### src/design/rcab_pkg.sv
`timescale 1ns / 1ps

package rcab_pkg;

    localparam int COORD_W     = 6;
    localparam int SUM_W       = COORD_W + 1;
    localparam int EXT_W       = COORD_W + 1;
    localparam int PIX_W       = 32;
    localparam int COPIED_W    = 13;
    localparam int QUEUE_DEPTH = 2;
    localparam int DEF_FRAME_WIDTH  = 64;
    localparam int DEF_FRAME_HEIGHT = 64;
    localparam logic [7:0] FULL_SCALE = 8'd255;

    typedef enum logic [1:0] {
        K_WRITE = 2'd0,
        K_READ  = 2'd1,
        K_COPY  = 2'd2
    } t_kind;

    // One classified request as it sits in the queue.
    typedef struct packed {
        t_kind                kind;
        logic [COORD_W-1:0]   pos_x;
        logic [COORD_W-1:0]   pos_y;
        logic [EXT_W-1:0]     len_x;
        logic [EXT_W-1:0]     len_y;
        logic [COORD_W-1:0]   dst_x;
        logic [COORD_W-1:0]   dst_y;
        logic                 blend;
        logic [PIX_W-1:0]     pixel;
    } t_cmd;

    typedef struct packed {
        logic valid;
        t_cmd cmd;
    } t_q_head;

    typedef struct packed {
        logic [PIX_W-1:0]    pixel_out;
        logic [COPIED_W-1:0] pixels_copied;
        logic                dest_clipped;
    } t_res;

    // Exact n / 255 for n up to 255 * 255.
    function automatic logic [7:0] div255(input logic [15:0] n);
        logic [16:0] t;
        t = {1'b0, n} + {9'd0, n[15:8]} + 17'd1;
        return t[15:8];
    endfunction

endpackage

### src/design/rcab_front.sv
`timescale 1ns / 1ps

module rcab_front
    import rcab_pkg::*;
#(
    parameter int FRAME_WIDTH  = DEF_FRAME_WIDTH,
    parameter int FRAME_HEIGHT = DEF_FRAME_HEIGHT
) (
    input  logic               i_clk,
    input  logic               i_rst_n,
    input  logic               i_valid,
    output logic               o_ready,
    input  logic [1:0]         i_kind,
    input  logic [COORD_W-1:0] i_pos_x,
    input  logic [COORD_W-1:0] i_pos_y,
    input  logic [COORD_W-1:0] i_end_x,
    input  logic [COORD_W-1:0] i_end_y,
    input  logic [COORD_W-1:0] i_dst_x,
    input  logic [COORD_W-1:0] i_dst_y,
    input  logic               i_blend,
    input  logic [PIX_W-1:0]   i_pixel,
    input  logic               i_q_full,
    output logic               o_q_push,
    output t_cmd               o_q_cmd
);

    // Last coordinate the walk may reach in each dimension.
    localparam int XMAX_I = (FRAME_WIDTH  > 64) ? 63 : FRAME_WIDTH  - 1;
    localparam int YMAX_I = (FRAME_HEIGHT > 64) ? 63 : FRAME_HEIGHT - 1;
    localparam logic [COORD_W-1:0] XMAX = COORD_W'(XMAX_I);
    localparam logic [COORD_W-1:0] YMAX = COORD_W'(YMAX_I);

    logic               r_valid;
    t_cmd               r_cmd;
    t_cmd               n_cmd;
    logic [COORD_W-1:0] stop_x;
    logic [COORD_W-1:0] stop_y;

    function automatic logic [EXT_W-1:0] extent(
        input logic [COORD_W-1:0] start,
        input logic [COORD_W-1:0] last,
        input logic [COORD_W-1:0] stop,
        input logic [COORD_W-1:0] lim
    );
        if (start > lim || start > last) begin
            return EXT_W'(1);
        end
        return {1'b0, stop} - {1'b0, start} + EXT_W'(1);
    endfunction

    assign stop_x = (i_end_x < XMAX) ? i_end_x : XMAX;
    assign stop_y = (i_end_y < YMAX) ? i_end_y : YMAX;

    always_comb begin
        n_cmd       = '0;
        n_cmd.kind  = t_kind'(i_kind);
        n_cmd.pos_x = i_pos_x;
        n_cmd.pos_y = i_pos_y;
        n_cmd.len_x = extent(i_pos_x, i_end_x, stop_x, XMAX);
        n_cmd.len_y = extent(i_pos_y, i_end_y, stop_y, YMAX);
        n_cmd.dst_x = i_dst_x;
        n_cmd.dst_y = i_dst_y;
        n_cmd.blend = i_blend;
        n_cmd.pixel = i_pixel;
    end

    assign o_ready  = !r_valid || !i_q_full;
    assign o_q_push = r_valid && !i_q_full;
    assign o_q_cmd  = r_cmd;

    always_ff @(posedge i_clk) begin
        if (!i_rst_n) begin
            r_valid <= 1'b0;
        end else if (i_valid && o_ready) begin
            r_valid <= 1'b1;
        end else if (o_q_push) begin
            r_valid <= 1'b0;
        end
    end

    always_ff @(posedge i_clk) begin
        if (i_valid && o_ready) begin
            r_cmd <= n_cmd;
        end
    end

endmodule

### config.mk
export PLATFORM = sky130hd
export DESIGN_NAME = rcab_front
export DESIGN_NICKNAME = d
export VERILOG_FILES = /design/src/design/rcab_pkg.sv /design/src/design/rcab_front.sv
export SDC_FILE = /design/constraint.sdc
export NUM_CORES = 1
export LEC_CHECK = 0
export BUFFER_PORTS_ARGS = -buffer_cell sky130_fd_sc_hd__buf_4
export CAP_MARGIN = 20
export CORE_MARGIN = 2
export CORE_UTILIZATION = 50
export CTS_CLUSTER_DIAMETER = 30
export DETAILED_ROUTE_END_ITERATION = 12
export PLACE_DENSITY = 0.85
export SLEW_MARGIN = 20
export SYNTH_ARGS = -nofsm -noshare
export SYNTH_HDL_FRONTEND = slang
export SYNTH_SLANG_ARGS = --single-unit
### constraint.sdc
create_clock -name i_clk -period 6.2 [get_ports i_clk]
set_input_delay 0.93 -clock i_clk [delete_from_list [all_inputs] [get_ports i_clk]]
set_output_delay 0.93 -clock i_clk [all_outputs]
set_load 0.01 [all_outputs]
# Word-level counts from Yosys, hierarchy flattened
# Index checks and enable logic that the tools add are counted.
# op_classes
magnitude_cmp	6
n_reduce_logical	8
n_mux	10
addsub	4
# op_table
operator	n
$mux W7	4
$add A7 B1 Y7 const B	2
$sub A6 B6 Y7	2
$gt A6 B6 Y1	2
$gt A6 B6 Y1 const B	2
$lt A6 B6 Y1 const B	2
$mux W6	2
$mux W1	4
$logic_or A1 B1 Y1	3
$logic_and A1 B1 Y1	2
$logic_not A1 Y1	2
$reduce_bool A2 Y1	1
# totals
inputBits	75
regBits	74
elab_cells	38
output_inout_bits	75

# Longest topological paths before layout
# Gate-level depths: netlist of run 1.
# depth
depth_word	5
depth_mapped	9
depth_no_buf	9

# Worst setup path before layout of run 1
# Ideal clock, no wire load.
# synth_timing
path_type	input to register
from	input i_q_full
to	register r_cmd, in the netlist o_q_cmd[0] (enable)
path_slack_ns	2.973
n_path_buf	0
arrival_ns	2.788
stages	2
required_ns	5.761
setup_ns	0.439
cell_sequence	nand2_1 -> and2_1
# synth_between
elab_chain_len	3
# synth_lines
item	line_no	rtl
start: declaration	rcab_front.sv:22	input logic i_q_full,
$logic_not A1 Y1	rcab_front.sv:67	assign o_ready = !r_valid || !i_q_full;
$logic_or A1 B1 Y1	rcab_front.sv:67	
$logic_and A1 B1 Y1	rcab_front.sv:82	if (i_valid && o_ready) begin
end signal: assignment	rcab_front.sv:83	r_cmd <= n_cmd;
end: declaration	rcab_front.sv:34	t_cmd r_cmd;
# No other way between the ends.
# A chain may end at the register's enable or synchronous reset.

# Worst setup path in the final report of run 1
# layout_timing
from	input i_pos_y[1]
to	register r_cmd, in the netlist o_q_cmd[50] (data pin)
# layout_between
elab_chain_len	4
elab_cells_between_ends	7
classes_between	add/sub: 2; order compare: 2; mux: 2; reduce/logical: 1
# layout_lines
item	line_no	rtl
start: declaration	rcab_front.sv:15	input logic [COORD_W-1:0] i_pos_y,
branches (longest 3 deep; another with $sub A6 B6 Y7)	n/a	
$mux W7 (*)	rcab_front.sv:48	return {1'b0, stop} - {1'b0, start} + EXT_W'(1);
# Every way passes the cells marked *.

==> results of run 1 <==
## cell usage in the layout (no fill, tap or decap), types with 4 or more instances in the layout
cell	n
nor2b_1	7
a21oi_1	4
clkbuf_8	9
buf_4	149
nor2_1	9
inv_1	29
a21o_1	7
ha_1	33
edfxtp_1	73
## cell usage after synthesis, types with 2 or more instances
library cell / count
inv_1: 29
nand3_1: 3
edfxtp_1: 73
nor3_1: 3
nor2b_1: 7
ha_1: 33
nand3b_1: 2
a21o_1: 7
a21oi_1: 4
nor2_1: 9
o31ai_1: 2
clkbuf_1: 6
xnor2_1: 3
a211oi_1: 3
nand2_1: 3
a21oi_2: 2
fa_1: 2
## stage by stage
step	power, W	std cells
3_3_place_gp	0.000825	429
2_1_floorplan	0.000720	209
4_1_cts	0.00124	445
6_report	0.00123	445
3_5_place_dp	0.000834	429
5_1_grt	0.00128	445
## worst min-delay path, stage by stage, from the launching register on
cell and delay [ns]:
dfxtp_1 0.33, a21oi_1 0.13, nor2b_1 0.05
## sequential cells by signal, indices dropped and copies added, names as in the netlist
register and flops:
r_valid 1, o_q_cmd 73
## path summary, 6_finish.rpt
path,endpoint,slack [ns],depth (start not counted)
setup / recovery,o_q_cmd[50],3.66,9
hold / removal,r_valid,0.55,2
setup reg to reg,o_q_cmd[4],4.60,2
hold reg to reg,r_valid,0.55,2
## cell families after synthesis
kind of cell | count (synthesis)
flip-flops | 74
adder cells (fa/ha/maj) | 35
buffers and inverters | 35
AND/OR/NAND/NOR | 32
XOR/XNOR | 4
AO/OA/AOI/OAI | 29
## report_power, final
part | internal (W) | switching, W
clock network | 0.000226 | 0.000182
registers | 0.000595 | 0.0000106
logic | 0.000111 | 0.000104
total | 0.000932 | 0.000297
## final cells by class
cell class / instances / area, sq um
Tap cell: 77 / 96.3
Clock inverter: 7 / 92.6
Inverter: 29 / 109
Timing Repair Buffer: 149 / 1120
Clock buffer: 9 / 124
Sequential cell: 74 / 2210
Multi-Input combinational cell: 100 / 886
Fill cell: 436 / 1640
## per-layer routing
metal,track usage,vias up
met1,0.262,1066
met4,0.0895,0
met5,0,-
li1,-,1071
met2,0.373,105
met3,0.0501,12
==> flow_summary.json, run 1 <==
{
  "worst-path-max-fanout": 3,
  "ys_warn_count": 0,
  "synth-simple-area-share": 0.0520,
  "wl_per_cell_um": 16.9,
  "cp.arrival_ns": 2.63,
  "hold_viol_final": 0,
  "worstSetupEndpointType": "register",
  "critPathKind": "in -> reg",
  "drt_first_pass_iters": 4,
  "start_util": 0.514,
  "clkSinkCount": 74,
  "synthXorXnorAreaFrac": 0.0109,
  "timing.final.crit_share": 0.410,
  "synth.ff_latch_count": 74,
  "htree_levels": 3,
  "syn_nets": 319,
  "max_stage_delay_ns": 0.41,
  "synthArstFlopShare": 0,
  "synth_compound_area_frac": 0.0706,
  "slew_viol_final": 0,
  "place_congestion": 0.778,
  "ys.flop_type": "edfxtp_1",
  "rr_startpoint": "r_valid",
  "place_area_sq_mm": 0.00442,
  "final_nets": 473,
  "skew_ns": 0.00640,
  "dr_wl_met2_um": 3740,
  "io_buffers": 149,
  "path_cells": "buf_4 > ha_1 > inv_1 > ha_1 > fa_1 > a21o_1 > a21oi_1 > xnor2_1 > nor2_1",
  "top_layer": "met4",
  "grt.overflow.total": 0,
  "crit_slowest_cell": "fa_1",
  "placementRows": 29,
  "hp-start": "r_valid",
  "fmax_ghz": 0.393,
  "area_growth_pct": 43.7,
  "synth_top_family_by_area": "adder cells",
  "synth-edff-count": 73,
  "fin_util": 0.739,
  "clk_pin_slew_ns": 0.08,
  "die_h_um": 84.3,
  "dr_wl_met3_um": 519,
  "ios": 150,
  "grt_first_pass_wirelength_um": 11700,
  "avgSynthCellArea_sq_um": 15.4,
  "dp_hpwl_um": 5730,
  "clockBufferDepth": 2,
  "dp_slack_ns": 3.29,
  "met1_length_um": 3080,
  "irDropWorstVdd_v": 0.000196,
  "design_area_sq_mm": 0.00464,
  "clock_latency_ns": 0.34,
  "setup_tns_ns": 0,
  "cts_tree": "done",
  "startpoint": "i_pos_y[1]",
  "drc_errors": 0,
  "ys_types": 35,
  "cts_made_buffers": 9,
  "period_needed_ns": 2.54,
  "hp-class": "reg -> reg",
  "first_iter_violations": 90,
  "p_leak_nw": 2.11,
  "maxSlewHeadroom": 0.387,
  "grt_max_degree": 74,
  "required_ns": 6.28,
  "maxCapViolCount": 0,
  "fin_hold_ws_ns": 0.553,
  "cp_common_cell": "ha_1",
  "start_kind": "input port",
  "ant_nets": 0,
  "synth_area_leader_cell": "edfxtp_1",
  "setup_slack_ns": 3.66,
  "outcome": "finished clean",
  "antenna_found_initial": 0,
  "synth_cells": 209,
  "ctsResizeCount": 0,
  "die_area_sq_mm": 0.00711,
  "antenna_cells": 0,
  "grt_use_total": 0.216,
  "cts_setup_buffers": 0,
  "vias_per_cell": 5.07,
  "ctsHoldBuffers": 0,
  "cts-root-buf": "clkbuf_8",
  "seq_area_frac_synth": 0.686,
  "crit_family": "adder cells",
  "core_sq_mm": 0.00628,
  "drt_wl_total_um": 7500,
  "setup_violations": 0,
  "syn_area_sq_mm": 0.00323,
  "grt_pass1_vias": 2296,
  "synth.area.top_cells": "edfxtp_1 68%, ha_1 13%, inv_1 3.4%",
  "rsz0062_at_grt": "no",
  "vias": 2254,
  "drive_above_1_share": 0.465,
  "p_per_area_mw_per_mm2": 265,
  "cp.buffers_inverters": 2,
  "die_x_um": 84.3,
  "synth_top_area_frac": 0.679,
  "synth_fa_ha_area_frac": 0.140,
  "tightest_slew_ns": 0.920,
  "synth_mux_area_frac": 0
}
Power figures use the tool's default switching activity.
==> run 2, diff against run 1 <==
--- a/config.mk
+++ b/config.mk
@@ -8,10 +8,10 @@
 export BUFFER_PORTS_ARGS = -buffer_cell sky130_fd_sc_hd__buf_4
 export CAP_MARGIN = 20
 export CORE_MARGIN = 2
-export CORE_UTILIZATION = 50
+export CORE_UTILIZATION = 46
 export CTS_CLUSTER_DIAMETER = 30
 export DETAILED_ROUTE_END_ITERATION = 12
-export PLACE_DENSITY = 0.85
+export PLACE_DENSITY = 0.79
 export SLEW_MARGIN = 20
 export SYNTH_ARGS = -nofsm -noshare
 export SYNTH_HDL_FRONTEND = slang
==> constraint.sdc (replaced) <==
create_clock -name i_clk -period 2.6 [get_ports i_clk]
set_input_delay 0.39 -clock i_clk [delete_from_list [all_inputs] [get_ports i_clk]]
set_output_delay 0.39 -clock i_clk [all_outputs]
set_load 0.01 [all_outputs]
==> flow_summary.json, run 2 (synthesis results as in run 1) <==
{
  "outcome": "finished clean",
  "dp_slack_ns": 0.287,
  "critPathKind": "in -> reg",
  "cts_tree": "done",
  "start_util": 0.475,
  "maxSlewHeadroom": 0.687,
  "first_iter_violations": 68,
  "start_kind": "input port",
  "cts_setup_buffers": 0,
  "drc_errors": 0,
  "place_area_sq_mm": 0.00447,
  "worstSetupEndpointType": "register",
  "setup_tns_ns": 0,
  "core_sq_mm": 0.00679,
  "period_needed_ns": 1.97,
  "cts-root-buf": "clkbuf_8",
  "dp_hpwl_um": 5040,
  "rr_worst_depth": 3,
  "multi_input_area_sq_um": 886,
  "fin_util": 0.696,
  "clock_latency_ns": 0.33,
  "clk_pin_slew_ns": 0.08,
  "setup_violations": 0,
  "ctsHoldBuffers": 0,
  "p_leak_nw": 2.15,
  "maxCapViolCount": 0,
  "antenna_cells": 0,
  "final_common_cell": "buf_4",
  "ios": 150,
  "die_h_um": 87.8,
  "power_w": 0.00312,
  "io_buffers": 149,
  "hold_viol_final": 0,
  "drive_above_1_share": 0.466,
  "ctsResizeCount": 0,
  "p_per_area_mw_per_mm2": 658,
  "clkSinkCount": 74,
  "final_cell_mix": "149 x buf_4, 73 x edfxtp_1, 33 x ha_1",
  "grt_use_total": 0.167,
  "worst-path-max-fanout": 3,
  "placementRows": 30,
  "rsz0062_at_grt": "no",
  "grt_pass1_vias": 2084,
  "fmax_ghz": 0.507,
  "area_growth_pct": 46.6,
  "clockBufferDepth": 2,
  "place_congestion": 0.750,
  "vias_per_cell": 4.69,
  "required_ns": 2.68,
  "cp.arrival_ns": 2.05,
  "slew_viol_final": 0,
  "die_area_sq_mm": 0.00770,
  "drt_wl_total_um": 6520,
  "hp-class": "in -> reg",
  "drt_first_pass_iters": 4,
  "largest_reg_flops": 73,
  "die_x_um": 87.8,
  "wl_per_cell_um": 14.0,
  "final_nets": 474,
  "htree_levels": 3,
  "design_area_sq_mm": 0.00473,
  "irDropWorstVdd_v": 0.000318,
  "hold_path_depth": 1,
  "grt_max_degree": 38,
  "num-fill-cells": 488,
  "regArea_sq_mm": 0.00221,
  "tightest_slew_ns": 0.467,
  "grt.overflow.total": 0,
  "timing.final.crit_share": 0.758,
  "grt_first_pass_wirelength_um": 9690,
  "skew_ns": 0.00750,
  "cts_made_buffers": 9,
  "ant_nets": 0,
  "antenna_found_initial": 0,
  "setup_slack_ns": 0.628,
  "vias": 2180
}
[run 2: changes by cell type in the layout (fill, tap and decap cells not counted), sizes merged]
cell and delta:
buf +1, bufinv +2, clkbuf +1, clkinv -1, clkinvlp -2
[run 2: layout make-up]
cell class,count,area share
Tap cell,96,0.0254
Timing Repair Buffer,150,0.241
Multi-Input combinational cell,100,0.187
Clock inverter,6,0.0291
Clock buffer,10,0.0270
Inverter,29,0.0230
Sequential cell,74,0.468
[run 2: metrics by stage]
| step | hold slack [ns] | instances |
|---|---|---|
| 6_report | 0.227 | 465 |
| 5_1_grt | 0.205 | 465 |
| 4_1_cts | 0.208 | 465 |
| 3_5_place_dp | 0.520 | 449 |
| 3_3_place_gp | 0.507 | 449 |
| 2_1_floorplan | 0.487 | 209 |
[run 2: routing by layer]
metal	vias to the layer above	GRT usage	routed length [um]
met5	-	0	0
met4	0	0.0713	64
met3	5	0.0396	464
met2	82	0.288	3350
met1	1022	0.200	2650
li1	1071	-	-
[run 2: path summary, 6_finish.rpt]
check	startpoint	endpoint	slack [ns]
max	i_pos_y[1]	o_q_cmd[50]	0.63
max reg2reg	r_valid	o_q_cmd[65]	1.13
min reg2reg	r_valid	r_valid	0.54
min	i_pixel[31]	o_q_cmd[31]	0.23
[run 2: power breakdown]
group / leakage, nW / internal, W / switching (W)
logic: 1.30 / 0.000268 / 0.000245
clock network: 0.131 / 0.000740 / 0.000421
registers: 0.717 / 0.00142 / 0.0000230
total: 2.15 / 0.00243 / 0.000689
[run 2: worst max-delay path, cell delays in order]
cell and delay (ns):
buf_4 0.12, ha_1 0.31, inv_1 0.05, ha_1 0.23
fa_1 0.40, a21o_1 0.17, a21oi_1 0.18, xnor2_1 0.13
nor2_1 0.06
