File: src/design/rcab_pkg.sv
`timescale 1ns / 1ps

package rcab_pkg;

    localparam int COORD_W     = 6;
    localparam int SUM_W       = COORD_W + 1;
    localparam int EXT_W       = COORD_W + 1;
    localparam int PIX_W       = 32;
    localparam int COPIED_W    = 13;
    localparam int QUEUE_DEPTH = 2;
    localparam int DEF_FRAME_WIDTH  = 64;
    localparam int DEF_FRAME_HEIGHT = 64;
    localparam logic [7:0] FULL_SCALE = 8'd255;

    typedef enum logic [1:0] {
        K_WRITE = 2'd0,
        K_READ  = 2'd1,
        K_COPY  = 2'd2
    } t_kind;

    // One classified request as it sits in the queue.
    typedef struct packed {
        t_kind                kind;
        logic [COORD_W-1:0]   pos_x;
        logic [COORD_W-1:0]   pos_y;
        logic [EXT_W-1:0]     len_x;
        logic [EXT_W-1:0]     len_y;
        logic [COORD_W-1:0]   dst_x;
        logic [COORD_W-1:0]   dst_y;
        logic                 blend;
        logic [PIX_W-1:0]     pixel;
    } t_cmd;

    typedef struct packed {
        logic valid;
        t_cmd cmd;
    } t_q_head;

    typedef struct packed {
        logic [PIX_W-1:0]    pixel_out;
        logic [COPIED_W-1:0] pixels_copied;
        logic                dest_clipped;
    } t_res;

    // Exact n / 255 for n up to 255 * 255.
    function automatic logic [7:0] div255(input logic [15:0] n);
        logic [16:0] t;
        t = {1'b0, n} + {9'd0, n[15:8]} + 17'd1;
        return t[15:8];
    endfunction

endpackage

File: src/design/rcab_fifo.sv
`timescale 1ns / 1ps

module rcab_fifo
    import rcab_pkg::*;
(
    input  logic    i_clk,
    input  logic    i_rst_n,
    input  logic    i_push,
    input  t_cmd    i_cmd,
    output logic    o_full,
    input  logic    i_pop,
    output t_q_head o_head
);

    localparam int PTR_W = (QUEUE_DEPTH > 1) ? $clog2(QUEUE_DEPTH) : 1;

    t_cmd             r_mem [QUEUE_DEPTH];
    logic [PTR_W-1:0] r_wptr;
    logic [PTR_W-1:0] r_rptr;
    logic [PTR_W:0]   r_count;

    function automatic logic [PTR_W-1:0] bump(input logic [PTR_W-1:0] p);
        if (p == PTR_W'(QUEUE_DEPTH - 1)) begin
            return '0;
        end
        return p + PTR_W'(1);
    endfunction

    assign o_full       = (r_count == (PTR_W + 1)'(QUEUE_DEPTH));
    assign o_head.valid = (r_count != '0);
    assign o_head.cmd   = r_mem[r_rptr];

    always_ff @(posedge i_clk) begin
        if (!i_rst_n) begin
            r_wptr  <= '0;
            r_rptr  <= '0;
            r_count <= '0;
        end else begin
            if (i_push) begin
                r_wptr <= bump(r_wptr);
            end
            if (i_pop) begin
                r_rptr <= bump(r_rptr);
            end
            if (i_push && !i_pop) begin
                r_count <= r_count + (PTR_W + 1)'(1);
            end else if (i_pop && !i_push) begin
                r_count <= r_count - (PTR_W + 1)'(1);
            end
        end
    end

    always_ff @(posedge i_clk) begin
        if (i_push) begin
            r_mem[r_wptr] <= i_cmd;
        end
    end

endmodule

File: config.mk
export PLATFORM = sky130hd
export DESIGN_NAME = rcab_fifo
export DESIGN_NICKNAME = d
export VERILOG_FILES = /design/src/design/rcab_pkg.sv /design/src/design/rcab_fifo.sv
export SDC_FILE = /design/constraint.sdc
export NUM_CORES = 1
export LEC_CHECK = 0
export ABC_AREA = 1
export BUFFER_PORTS_ARGS = -buffer_cell sky130_fd_sc_hd__buf_4
export CAP_MARGIN = 20
export CORE_UTILIZATION = 45
export DETAILED_ROUTE_END_ITERATION = 10
export GPL_TIMING_DRIVEN = 1
export PLACE_DENSITY = 0.7
export SLEW_MARGIN = 20
export SYNTH_ARGS = -nofsm -noshare
export SYNTH_HDL_FRONTEND = slang
export SYNTH_SLANG_ARGS = --single-unit
File: constraint.sdc
create_clock -name i_clk -period 4.35 [get_ports i_clk]
set_input_delay 0.435 -clock i_clk [delete_from_list [all_inputs] [get_ports i_clk]]
set_output_delay 0.435 -clock i_clk [all_outputs]
set_load 0.005 [all_outputs]
Word level (Yosys, flattened, before mapping)
Memory sizes are Yosys's and may differ from the RTL's. A register that Yosys moved wholly into a read port is not among the register bits.
Index checks and enable logic that the tools add are counted.
Word-level totals
  register bits after elaboration: 4
  latch bits: 0
  bits in writable memories: 146
  ROM bits: 0
  bits of input ports: 77
  output and inout bits: 75
  memories kept: 1
Memory list
  r_mem: depth 2, bits a word 73, read ports 1, clocked after memory_dff 1, wr ports 1, RTL line rcab_fifo.sv:17  | t_cmd r_mem [QUEUE_DEPTH];
Operators by class
  $add $sub $neg: 4
  $mul: 0
  div/mod/pow operators: 0
  magnitude comparators: 0
  equal/unequal tests: 1
  shifts and indexed selects: 0
  multiplexer cells: 16
  bitwise operators: 0
  reductions and logical operators: 6
Operators by type and width (number)
  1-bit 2-to-1 mux: 14
  2-bit 2-to-1 mux: 2
  2-bit nonzero test: 2
  1-bit adder (second input constant): 2
  2-bit by 1-bit adder with 2-bit output (second input constant): 1
  2-bit equality test (second input constant): 1
  1-bit logical AND: 2
  1-bit logical NOT: 2
  2-bit by 1-bit subtractor with 2-bit output (second input constant): 1

Logic depth before layout (Yosys ltp)
Gate-level depths: netlist of run 1.
  depth after elaboration: 6
  mapped depth: 8

Worst setup path before layout of run 1
No wires, ideal clock.
  kind: input-to-reg
  start: in i_push
  end: mem r_mem[0][0] (netlist name), enable pin
  setup time: 506 ps
  data arrival time: 3535 ps
  setup slack: 309 ps
  stages on the path: 2
  cell sequence: inv_1 nor2_1
On the way
  word-level cells in the longest chain between the ends: 2
Ends and longest elaborated chain
  start: declaration: RTL line rcab_fifo.sv:8  | input logic i_push,
  1-bit 2-to-1 mux: RTL line rcab_fifo.sv:54  | if (i_push) begin
  1-bit 2-to-1 mux (not written as such): RTL line rcab_fifo.sv:55  | r_mem[r_wptr] <= i_cmd;
  end: declaration: RTL line rcab_fifo.sv:17
Every way passes these cells.

==> flow_summary.json, run 1 <==
{
  "critical_path_class": "flip-flop to output pin",
  "num_io_pins": 152,
  "port_buffers": 151,
  "irDropWorstVdd_uv": 358,
  "period_needed_ps": 2660,
  "stdcell_count": 615,
  "synth_xor_area_share_pct": 0,
  "worst_slack_ps": 1690,
  "ys_top_cells_by_area": "edfxtp_1 (75%), mux2_4 (18%), buf_12 (2.4%)",
  "drc": 0,
  "min_from": "i_cmd[71]",
  "setup_violations": 0,
  "synth_fa_ha_area_share_pct": 0.214,
  "r2r-start": "r_wptr",
  "arrival_ps": 2230,
  "place_ws_ps": 2000,
  "slew_violations": 0,
  "yosys_warnings": 0,
  "yosys.area_share.simple_pct": 1.28,
  "worstPathMaxFanout": 45,
  "finalCritPeriodShare_pct": 61.2,
  "drtIter0Drc": 122,
  "synth_edf_count": 146,
  "core_region_area_mm2": 0.0127,
  "holdPathEnd": "r_mem[1][71]",
  "hold_viol": 0,
  "grt_pass1_vias": 2895,
  "ys_types": 14,
  "tightest_slew_ps": 848,
  "path_common_cell": "buf_4",
  "routabilityCongestion": 0.723,
  "synth_top_family_by_area": "multiplexers",
  "synth_top_area_share_pct": 75.0,
  "clk_pin_slew_ps": 60,
  "synth_common_cells": "edfxtp_1 (146), mux2_4 (70), nand2_1 (9)",
  "holdPathStages": 1,
  "diodes": 0,
  "crit_path_max_incr_delay_ps": 900,
  "cts_buffers": 17,
  "start_util_pct": 46.2,
  "setup-tns-final_ps": 0,
  "die_w_um": 116,
  "syn2layout_area_growth_pct": 31.9,
  "netlist_area_mm2": 0.00585,
  "wl_per_cell_um": 15.5,
  "critPathCaptureType": "output pin",
  "cts.sinks": 151,
  "reg2regPathDepth": 3,
  "insertion_delay_ps": 420,
  "cts_hold_buf": 0,
  "antenna_found_initial": 0,
  "totalWireLength_um": 9520,
  "synth.area.mux_share_pct": 18.5,
  "synth_compound_area_share_pct": 0.171,
  "cts_root_buf": "clkbuf_16",
  "status": "finished clean",
  "avgSynthCellArea_um2": 22.3,
  "grt_max_degree": 60,
  "ctsResizeCount": 0,
  "synth_cells": 262,
  "gr-usage-all-layers_pct": 14.8,
  "powerDensity_mw_per_mm2": 447,
  "grt.overflow.total": 0,
  "drive_gt1_share_pct": 59.4,
  "synth_fp_nets": 340,
  "num_vias": 2883,
  "required_ps": 3910,
  "synth_largest_area_cell": "edfxtp_1",
  "grt_pass1_wl_um": 14300,
  "layout.nets": 508,
  "reg2reg_slack_ps": 2640,
  "finalClockSkew_ps": 7.04,
  "fill_cells": 963,
  "finish.instance_area_mm2": 0.00771,
  "die_area_mm2": 0.0135,
  "ant_nets": 0,
  "vias_per_cell": 4.69,
  "slew_headroom_pct": 43.5,
  "ys_seq_elements": 151,
  "async_flop_share_pct": 0,
  "rows": 41,
  "yosys.cell_count.top_type": "edfxtp_1",
  "hpwl_um": 6170,
  "cts_buffer_depth": 2,
  "postCtsSetupBuffers": 0,
  "dpl_cell_area_mm2": 0.00713,
  "first_pass_iters": 4,
  "critPathLaunchType": "flip-flop",
  "die_y_um": 116,
  "leakagePower_nw": 3.08,
  "cts_max_level": 4,
  "place_inst": 582,
  "hp-class": "input port to flip-flop",
  "path_cells": "buf_4 > mux2_4 > buf_4",
  "cpMaxStageDelayCell": "dfxtp_4",
  "yosysSeqAreaShare_pct": 76.7,
  "r2r-end": "r_mem[0][12]",
  "drv_cap": 0,
  "ys.flop_type": "edfxtp_1",
  "fmax_ghz": 0.375,
  "cts_tree": "built",
  "rsz0062_at_grt": "false"
}
==> metrics by stage <==
stage | hold slack, ps | total power [mW] | utilization [%]
after floorplan | 463 | 1.93 | -
after global placement | 475 | 2.09 | 56.0
after detailed placement | 506 | 2.11 | 56.3
after CTS | 180 | 3.49 | 60.7
after global routing | 177 | 3.58 | 60.9
final | 201 | 3.45 | 60.9
==> final cells by class <==
type / count / area [um2] / share of cell area, %
Clock buffer: 18 / 429 / 5.56
Clock inverter: 14 / 135 / 1.75
Inverter: 8 / 31.3 / 0.406
Multi-Input combinational cell: 95 / 1190 / 15.4
Sequential cell: 151 / 4490 / 58.2
Tap cell: 172 / 215 / 2.79
Timing Repair Buffer: 157 / 1220 / 15.9
==> layer usage <==
layer	vias to the layer above	global-route usage [%]	share of wire (%)	wire length (um)
met5	-	0	0	0
met2	113	23.2	48	4580
met1	1406	17.6	42	4030
li1	1348	-	-	-
met3	16	6.12	7.5	712
met4	0	7.69	2.1	196
==> cell families after synthesis <==
kind of cell / Yosys count
AOI/OAI and AO/OA: 2
DFF: 151
and+or+nand+nor: 19
buffers and inverters: 16
adders and majority gates: 1
muxes: 73
==> worst max-delay path, delay by kind of cell, from the launching register on <==
kind / cells / cell delay [ps]
mux: 1 / 340
buf+inv: 2 / 550
flops: 1 / 900
==> layout by cell type (no fill, tap or decap) <==
| cell | netlist | final |
|---|---|---|
| a21oi_1 | 1 | 1 |
| buf_12 | 7 | 2 |
| buf_16 | 0 | 1 |
| buf_4 | 0 | 154 |
| bufinv_16 | 0 | 2 |
| clkbuf_1 | 0 | 1 |
| clkbuf_16 | 0 | 17 |
| clkinv_1 | 0 | 1 |
| clkinv_2 | 0 | 6 |
| clkinv_4 | 0 | 1 |
| clkinvlp_4 | 0 | 5 |
| dfxtp_1 | 5 | 4 |
| dfxtp_4 | 0 | 1 |
| edfxtp_1 | 146 | 146 |
| ha_1 | 1 | 1 |
| inv_1 | 8 | 7 |
| mux2_2 | 3 | 3 |
| mux2_4 | 70 | 70 |
| nand2_1 | 9 | 9 |
| nand3_1 | 1 | 1 |
| nand4_1 | 1 | 1 |
| nor2_1 | 8 | 7 |
| nor2_4 | 0 | 1 |
| o21ai_0 | 1 | 1 |
==> sequential cells by signal, indices dropped and copies added, names as in the netlist, named ones only <==
name and flops:
r_count 2, r_mem 146, r_rptr 1, r_wptr 1
==> worst max path at each step <==
stage | to | slack, ps | depth (start not counted)
floorplan | r_mem[0][0] | 310 | 2
global placement | r_mem[1][27] | 2010 | 4
detailed placement | r_mem[1][31] | 2000 | 4
CTS | o_head[39] | 1620 | 3
global route | o_head[38] | 1550 | 3
finish | o_head[39] | 1690 | 3
==> where the power goes <==
part           total [mW]  switching [mW]  internal, mW
clock network        1.38           0.541         0.835
logic               0.355           0.129         0.226
registers            1.72          0.0359          1.68
total                3.45           0.706          2.74
(Power assumes the default switching activity.)
==> run 2: changes to the inputs <==
Clock period 4.35 ns to 2.6 ns, I/O delays scaled along.
==> flow_summary.json, run 2 (same netlist as run 1, synthesis figures left out) <==
{
  "finalCritPeriodShare_pct": 77.7,
  "drive_gt1_share_pct": 59.3,
  "insertion_delay_ps": 420,
  "die_w_um": 116,
  "period_needed_ps": 2020,
  "setup_violations": 0,
  "power_frac_clock_pct": 41.9,
  "regMostFlops": "r_mem",
  "arrival_ps": 1760,
  "clk_pin_slew_ps": 60,
  "path_cells": "buf_12 > mux2_4 > buf_4",
  "pwr-share-seq_pct": 47.6,
  "final_cell_mix": "buf_4 (152), edfxtp_1 (146), mux2_4 (70)",
  "fmax_ghz": 0.495,
  "grt_max_degree": 74,
  "layout_commonest_cell": "buf_4",
  "powerDensity_mw_per_mm2": 770,
  "postCtsSetupBuffers": 0,
  "cpMaxStageDelayCell": "buf_12",
  "totalWireLength_um": 9780,
  "drtIter0Drc": 146,
  "cts_root_buf": "clkbuf_16",
  "port_buffers": 151,
  "die_y_um": 116,
  "grt.overflow.total": 0,
  "drc": 0,
  "irDropWorstVdd_uv": 512,
  "required_ps": 2340,
  "num_io_pins": 152,
  "p_switching_mw": 1.19,
  "cts_hold_buf": 0,
  "cts_max_level": 4,
  "largest_reg_flops": 146,
  "slew_violations": 0,
  "ctsResizeCount": 0,
  "syn2layout_area_growth_pct": 32.7,
  "hp-class": "input port to flip-flop",
  "drv_cap": 0,
  "slew_headroom_pct": 61.2,
  "num_vias": 2862,
  "ant_nets": 0,
  "cts_tree": "built",
  "setup-tns-final_ps": 0,
  "crit_path_max_incr_delay_ps": 430,
  "critPathLaunchType": "flip-flop",
  "critical_path_class": "flip-flop to output pin",
  "core_region_area_mm2": 0.0127,
  "pwr-share-comb_pct": 10.4,
  "antenna_found_initial": 0,
  "layout.nets": 507,
  "internal-power_mw": 4.79,
  "start_util_pct": 46.2,
  "finalClockSkew_ps": 7.85,
  "switching_share_pct": 19.9,
  "gr-usage-all-layers_pct": 14.9,
  "hpwl_um": 6250,
  "hold_viol": 0,
  "first_pass_iters": 4,
  "worstPathMaxFanout": 73,
  "vias_per_cell": 4.66,
  "wl_per_cell_um": 15.9,
  "rows": 41,
  "reg_top3": "r_mem (146), r_count (2)",
  "hold_ws_ps": 25.7,
  "grt_pass1_vias": 2946,
  "die_area_mm2": 0.0135,
  "rsz0062_at_grt": "false",
  "cts_buffer_depth": 2,
  "grt_pass1_wl_um": 14300,
  "cts_buffers": 17,
  "status": "finished clean",
  "diodes": 0,
  "routabilityCongestion": 0.692,
  "tightest_slew_ps": 580,
  "leakagePower_nw": 3.09,
  "cts.sinks": 151,
  "critPathCaptureType": "output pin"
}
==> run 2: cell type report <==
cell class | instances | area [um2]
fillers | 928 | 4910
inverters | 8 | 31.3
multi-input cells | 95 | 1190
repair buffers | 156 | 1220
well taps | 172 | 215
flip-flops and latches | 151 | 4490
clock buffers | 19 | 433
clock inverters | 13 | 180
==> run 2: layer usage <==
layer  vias to the layer above  track usage [%]  share of wire, %
met5                         -                0                 0
met4                         0             7.95               1.7
met3                        13             5.39               7.6
met2                       114             25.0                51
met1                      1387             16.7                40
li1                       1348                -                 -
==> run 2: path summary, 6_finish.rpt <==
kind,start,to,slack (ps),depth (start not counted)
worst min-delay path,i_cmd[52],r_mem[1][52],30,1
worst max register to register,r_wptr,r_mem[1][61],990,3
worst min register to register,r_rptr,r_rptr,510,2
worst max-delay path,flip-flop,o_head[39],580,3
==> run 2: power by group through the flow <==
stage	registers, mW	clock network, mW	logic (mW)
after floorplan	2.89	0	0.331
after CTS	2.85	2.56	0.632
after global placement	2.89	0	0.621
after detailed placement	2.90	0	0.629
after global routing	2.86	2.66	0.669
final	2.85	2.51	0.622
==> run 2: critical path: cells and delay by family (launching register included) <==
family	cells	cell delay (ps)
buf+inv	2	570
flops	1	340
mux	1	360
==> run 2: stage by stage <==
step,util (%),power (mW),instances,setup WS (ps),cell area (um2)
after floorplan,-,3.23,262,291,5860
after global placement,56.4,3.51,582,948,7150
after detailed placement,56.4,3.53,582,920,7150
after CTS,61.2,6.04,614,539,7760
after global routing,61.2,6.18,614,510,7760
final,61.2,5.98,614,581,7760
==> run 3: changes to the inputs <==
Settings changed: ABC_AREA 1 to 0, PLACE_DENSITY 0.7 to 0.73.
Clock period 2.6 ns to 1.74 ns, I/O delays scaled along.
==> flow_summary.json, run 3 <==
{
  "finalCritPeriodShare_pct": 101,
  "synth_fp_nets": 327,
  "cp_num_buf_inv": 3,
  "crit_path_max_incr_delay_ps": 390,
  "regMostFlops": "r_mem",
  "yosys.cell_count.top_type": "edfxtp_1",
  "drtIter0Drc": 115,
  "stdcell_count": 657,
  "first_pass_iters": 4,
  "leakagePower_nw": 3.26,
  "finish.instance_area_mm2": 0.00842,
  "powerDensity_mw_per_mm2": 1060,
  "async_flop_share_pct": 0,
  "critPathLaunchType": "flip-flop",
  "wl_per_cell_um": 16.8,
  "synth_cells": 249,
  "grt_pass1_vias": 3268,
  "syn2layout_area_growth_pct": 52.7,
  "irDropWorstVdd_uv": 746,
  "clk_pin_slew_ps": 50,
  "port_buffers": 151,
  "slew_violations": 0,
  "routabilityCongestion": 0.686,
  "finalClockSkew_ps": 4.48,
  "die_y_um": 113,
  "antenna_found_initial": 0,
  "ys_types": 17,
  "cts_max_level": 4,
  "tightest_slew_ps": 473,
  "dpl_cell_area_mm2": 0.00686,
  "cts_buffer_depth": 2,
  "yosysSeqAreaShare_pct": 81.3,
  "yosys_warnings": 0,
  "cts_buffers": 17,
  "arrival_ps": 1580,
  "p_total_mw": 8.95,
  "synth_common_cells": "edfxtp_1 (146), mux2_2 (73), buf_6 (7)",
  "diodes": 0,
  "path_delay_family": "buffers and inverters",
  "grt_max_degree": 41,
  "cts_tree": "built",
  "netlist_area_mm2": 0.00551,
  "layout_commonest_cell": "edfxtp_1",
  "layout.nets": 576,
  "gr-usage-all-layers_pct": 17.7,
  "synth_edf_count": 146,
  "ys.flop_type": "edfxtp_1",
  "required_ps": 1570,
  "avgSynthCellArea_um2": 22.1,
  "reg_top3": "r_mem (146), r_count (2)",
  "synth_largest_area_cell": "edfxtp_1",
  "cpMaxStageDelayCell": "dfxtp_4",
  "cts.sinks": 151,
  "final_util_pct": 70.4,
  "critPathCaptureType": "output pin",
  "vias_per_cell": 4.83,
  "grt.overflow.total": 0,
  "worstPathMaxFanout": 17,
  "die_w_um": 113,
  "hold_viol": 0,
  "status": "finished with violations",
  "totalWireLength_um": 11000,
  "slew_headroom_pct": 68.4,
  "num_io_pins": 152,
  "largest_reg_flops": 146,
  "ant_nets": 0,
  "critical_path_class": "flip-flop to output pin",
  "ys_top_cells_by_area": "edfxtp_1 (80%), mux2_2 (15%), dfxtp_1 (1.8%)",
  "fill_cells": 725,
  "start_util_pct": 46.1,
  "ys_seq_elements": 151,
  "drive_gt1_share_pct": 52.4,
  "drv_cap": 0,
  "num_vias": 3176,
  "fmax_ghz": 0.571,
  "insertion_delay_ps": 410,
  "final_cell_mix": "edfxtp_1 (146), buf_4 (138), dlygate4sd3_1 (74)",
  "worst_slack_ps": -11.3,
  "rows": 40,
  "drc": 0,
  "hp-class": "input port to flip-flop",
  "synth_top_area_share_pct": 79.5,
  "setup_violations": 2,
  "die_area_mm2": 0.0127,
  "path_cells": "buf_12 > buf_16 > mux2_2 > buf_4",
  "place_inst": 545,
  "violations": "setup timing",
  "hpwl_um": 6090,
  "grt_pass1_wl_um": 16300,
  "rsz0062_at_grt": "true",
  "cts_root_buf": "clkbuf_16",
  "period_needed_ps": 1750,
  "core_region_area_mm2": 0.0120
}
-- run 3: changes by cell type in the layout (fill, tap and decap cells not counted), sizes merged, moves of 2 or more --
| cell | before | now |
|---|---|---|
| xor2 | 0 | 2 |
| nand2 | 9 | 0 |
| clkinv | 4 | 8 |
| clkinvlp | 6 | 2 |
| nor2b | 0 | 2 |
| and2 | 0 | 4 |
| dlygate4sd3 | 0 | 74 |
| buf | 156 | 162 |
| inv | 7 | 1 |
| nor2 | 8 | 0 |
-- run 3: worst paths after layout --
check	from	endpoint	slack [ps]	depth (start not counted)
setup / recovery	flip-flop	o_head[17]	-10	4
hold / removal	i_push	r_wptr	100	3
setup reg to reg	r_wptr	r_mem[0][39]	460	2
hold reg to reg	r_count[1]	r_count[1]	490	2
-- run 3: area by class of cell --
type / instances / area, um2 / area share, %
clock buffer: 18 / 429 / 5.10
clock inverter: 13 / 138 / 1.63
inverter: 1 / 3.75 / 0.0446
multi-input combinational: 89 / 1020 / 12.1
sequential: 151 / 4490 / 53.3
tap: 147 / 184 / 2.18
timing repair buffer: 238 / 2160 / 25.6
-- run 3: worst reg2reg max path: stages, from the launching register on --
cell and delay [ps]:
dfxtp_2 340, nor2b_4 140, buf_4 430
-- run 3: cell families after synthesis --
family	after synthesis	synth area share, %
flip-flops	151	81.3
AO/OA/AOI/OAI	3	0.363
XOR/XNOR	3	0.477
buffers and inverters	9	1.63
adder cells (fa/ha/maj)	1	0.227
multiplexers	73	14.9
AND/OR/NAND/NOR	9	1.07
-- run 3: power by group --
group	leakage (nW)	switching, mW	internal, mW
Sequential	1.41	0.0546	4.20
Combinational	1.57	0.433	0.757
Clock	0.271	1.30	2.21
Total	3.26	1.78	7.17
-- run 3: metrics by stage --
step | hold WS (ps) | setup TNS [ps] | worst slack [ps]
6_report | 98.6 | -18.7 | -11.3
5_1_grt | 98.7 | -2330 | -72.5
4_1_cts | 76.0 | -1300 | -60.5
3_5_place_dp | 361 | 0 | 382
3_3_place_gp | 359 | 0 | 396
2_1_floorplan | 273 | -7000 | -95.9
-- run 3: repair_timing --
action                                  CTS  global route
resized for setup                        18            20
endpoints found under the setup margin   67            66
endpoints found under the hold margin   150             0
gates cloned                              1             2
hold buffers                             74             0
buffers inserted                          3             1
-- run 3: routing by layer --
| metal | global-route usage [%] | wire [um] |
|---|---|---|
| met5 | 0 | 0 |
| met4 | 9.51 | 214 |
| met3 | 5.89 | 660 |
| met2 | 30.5 | 5800 |
| met1 | 19.3 | 4330 |
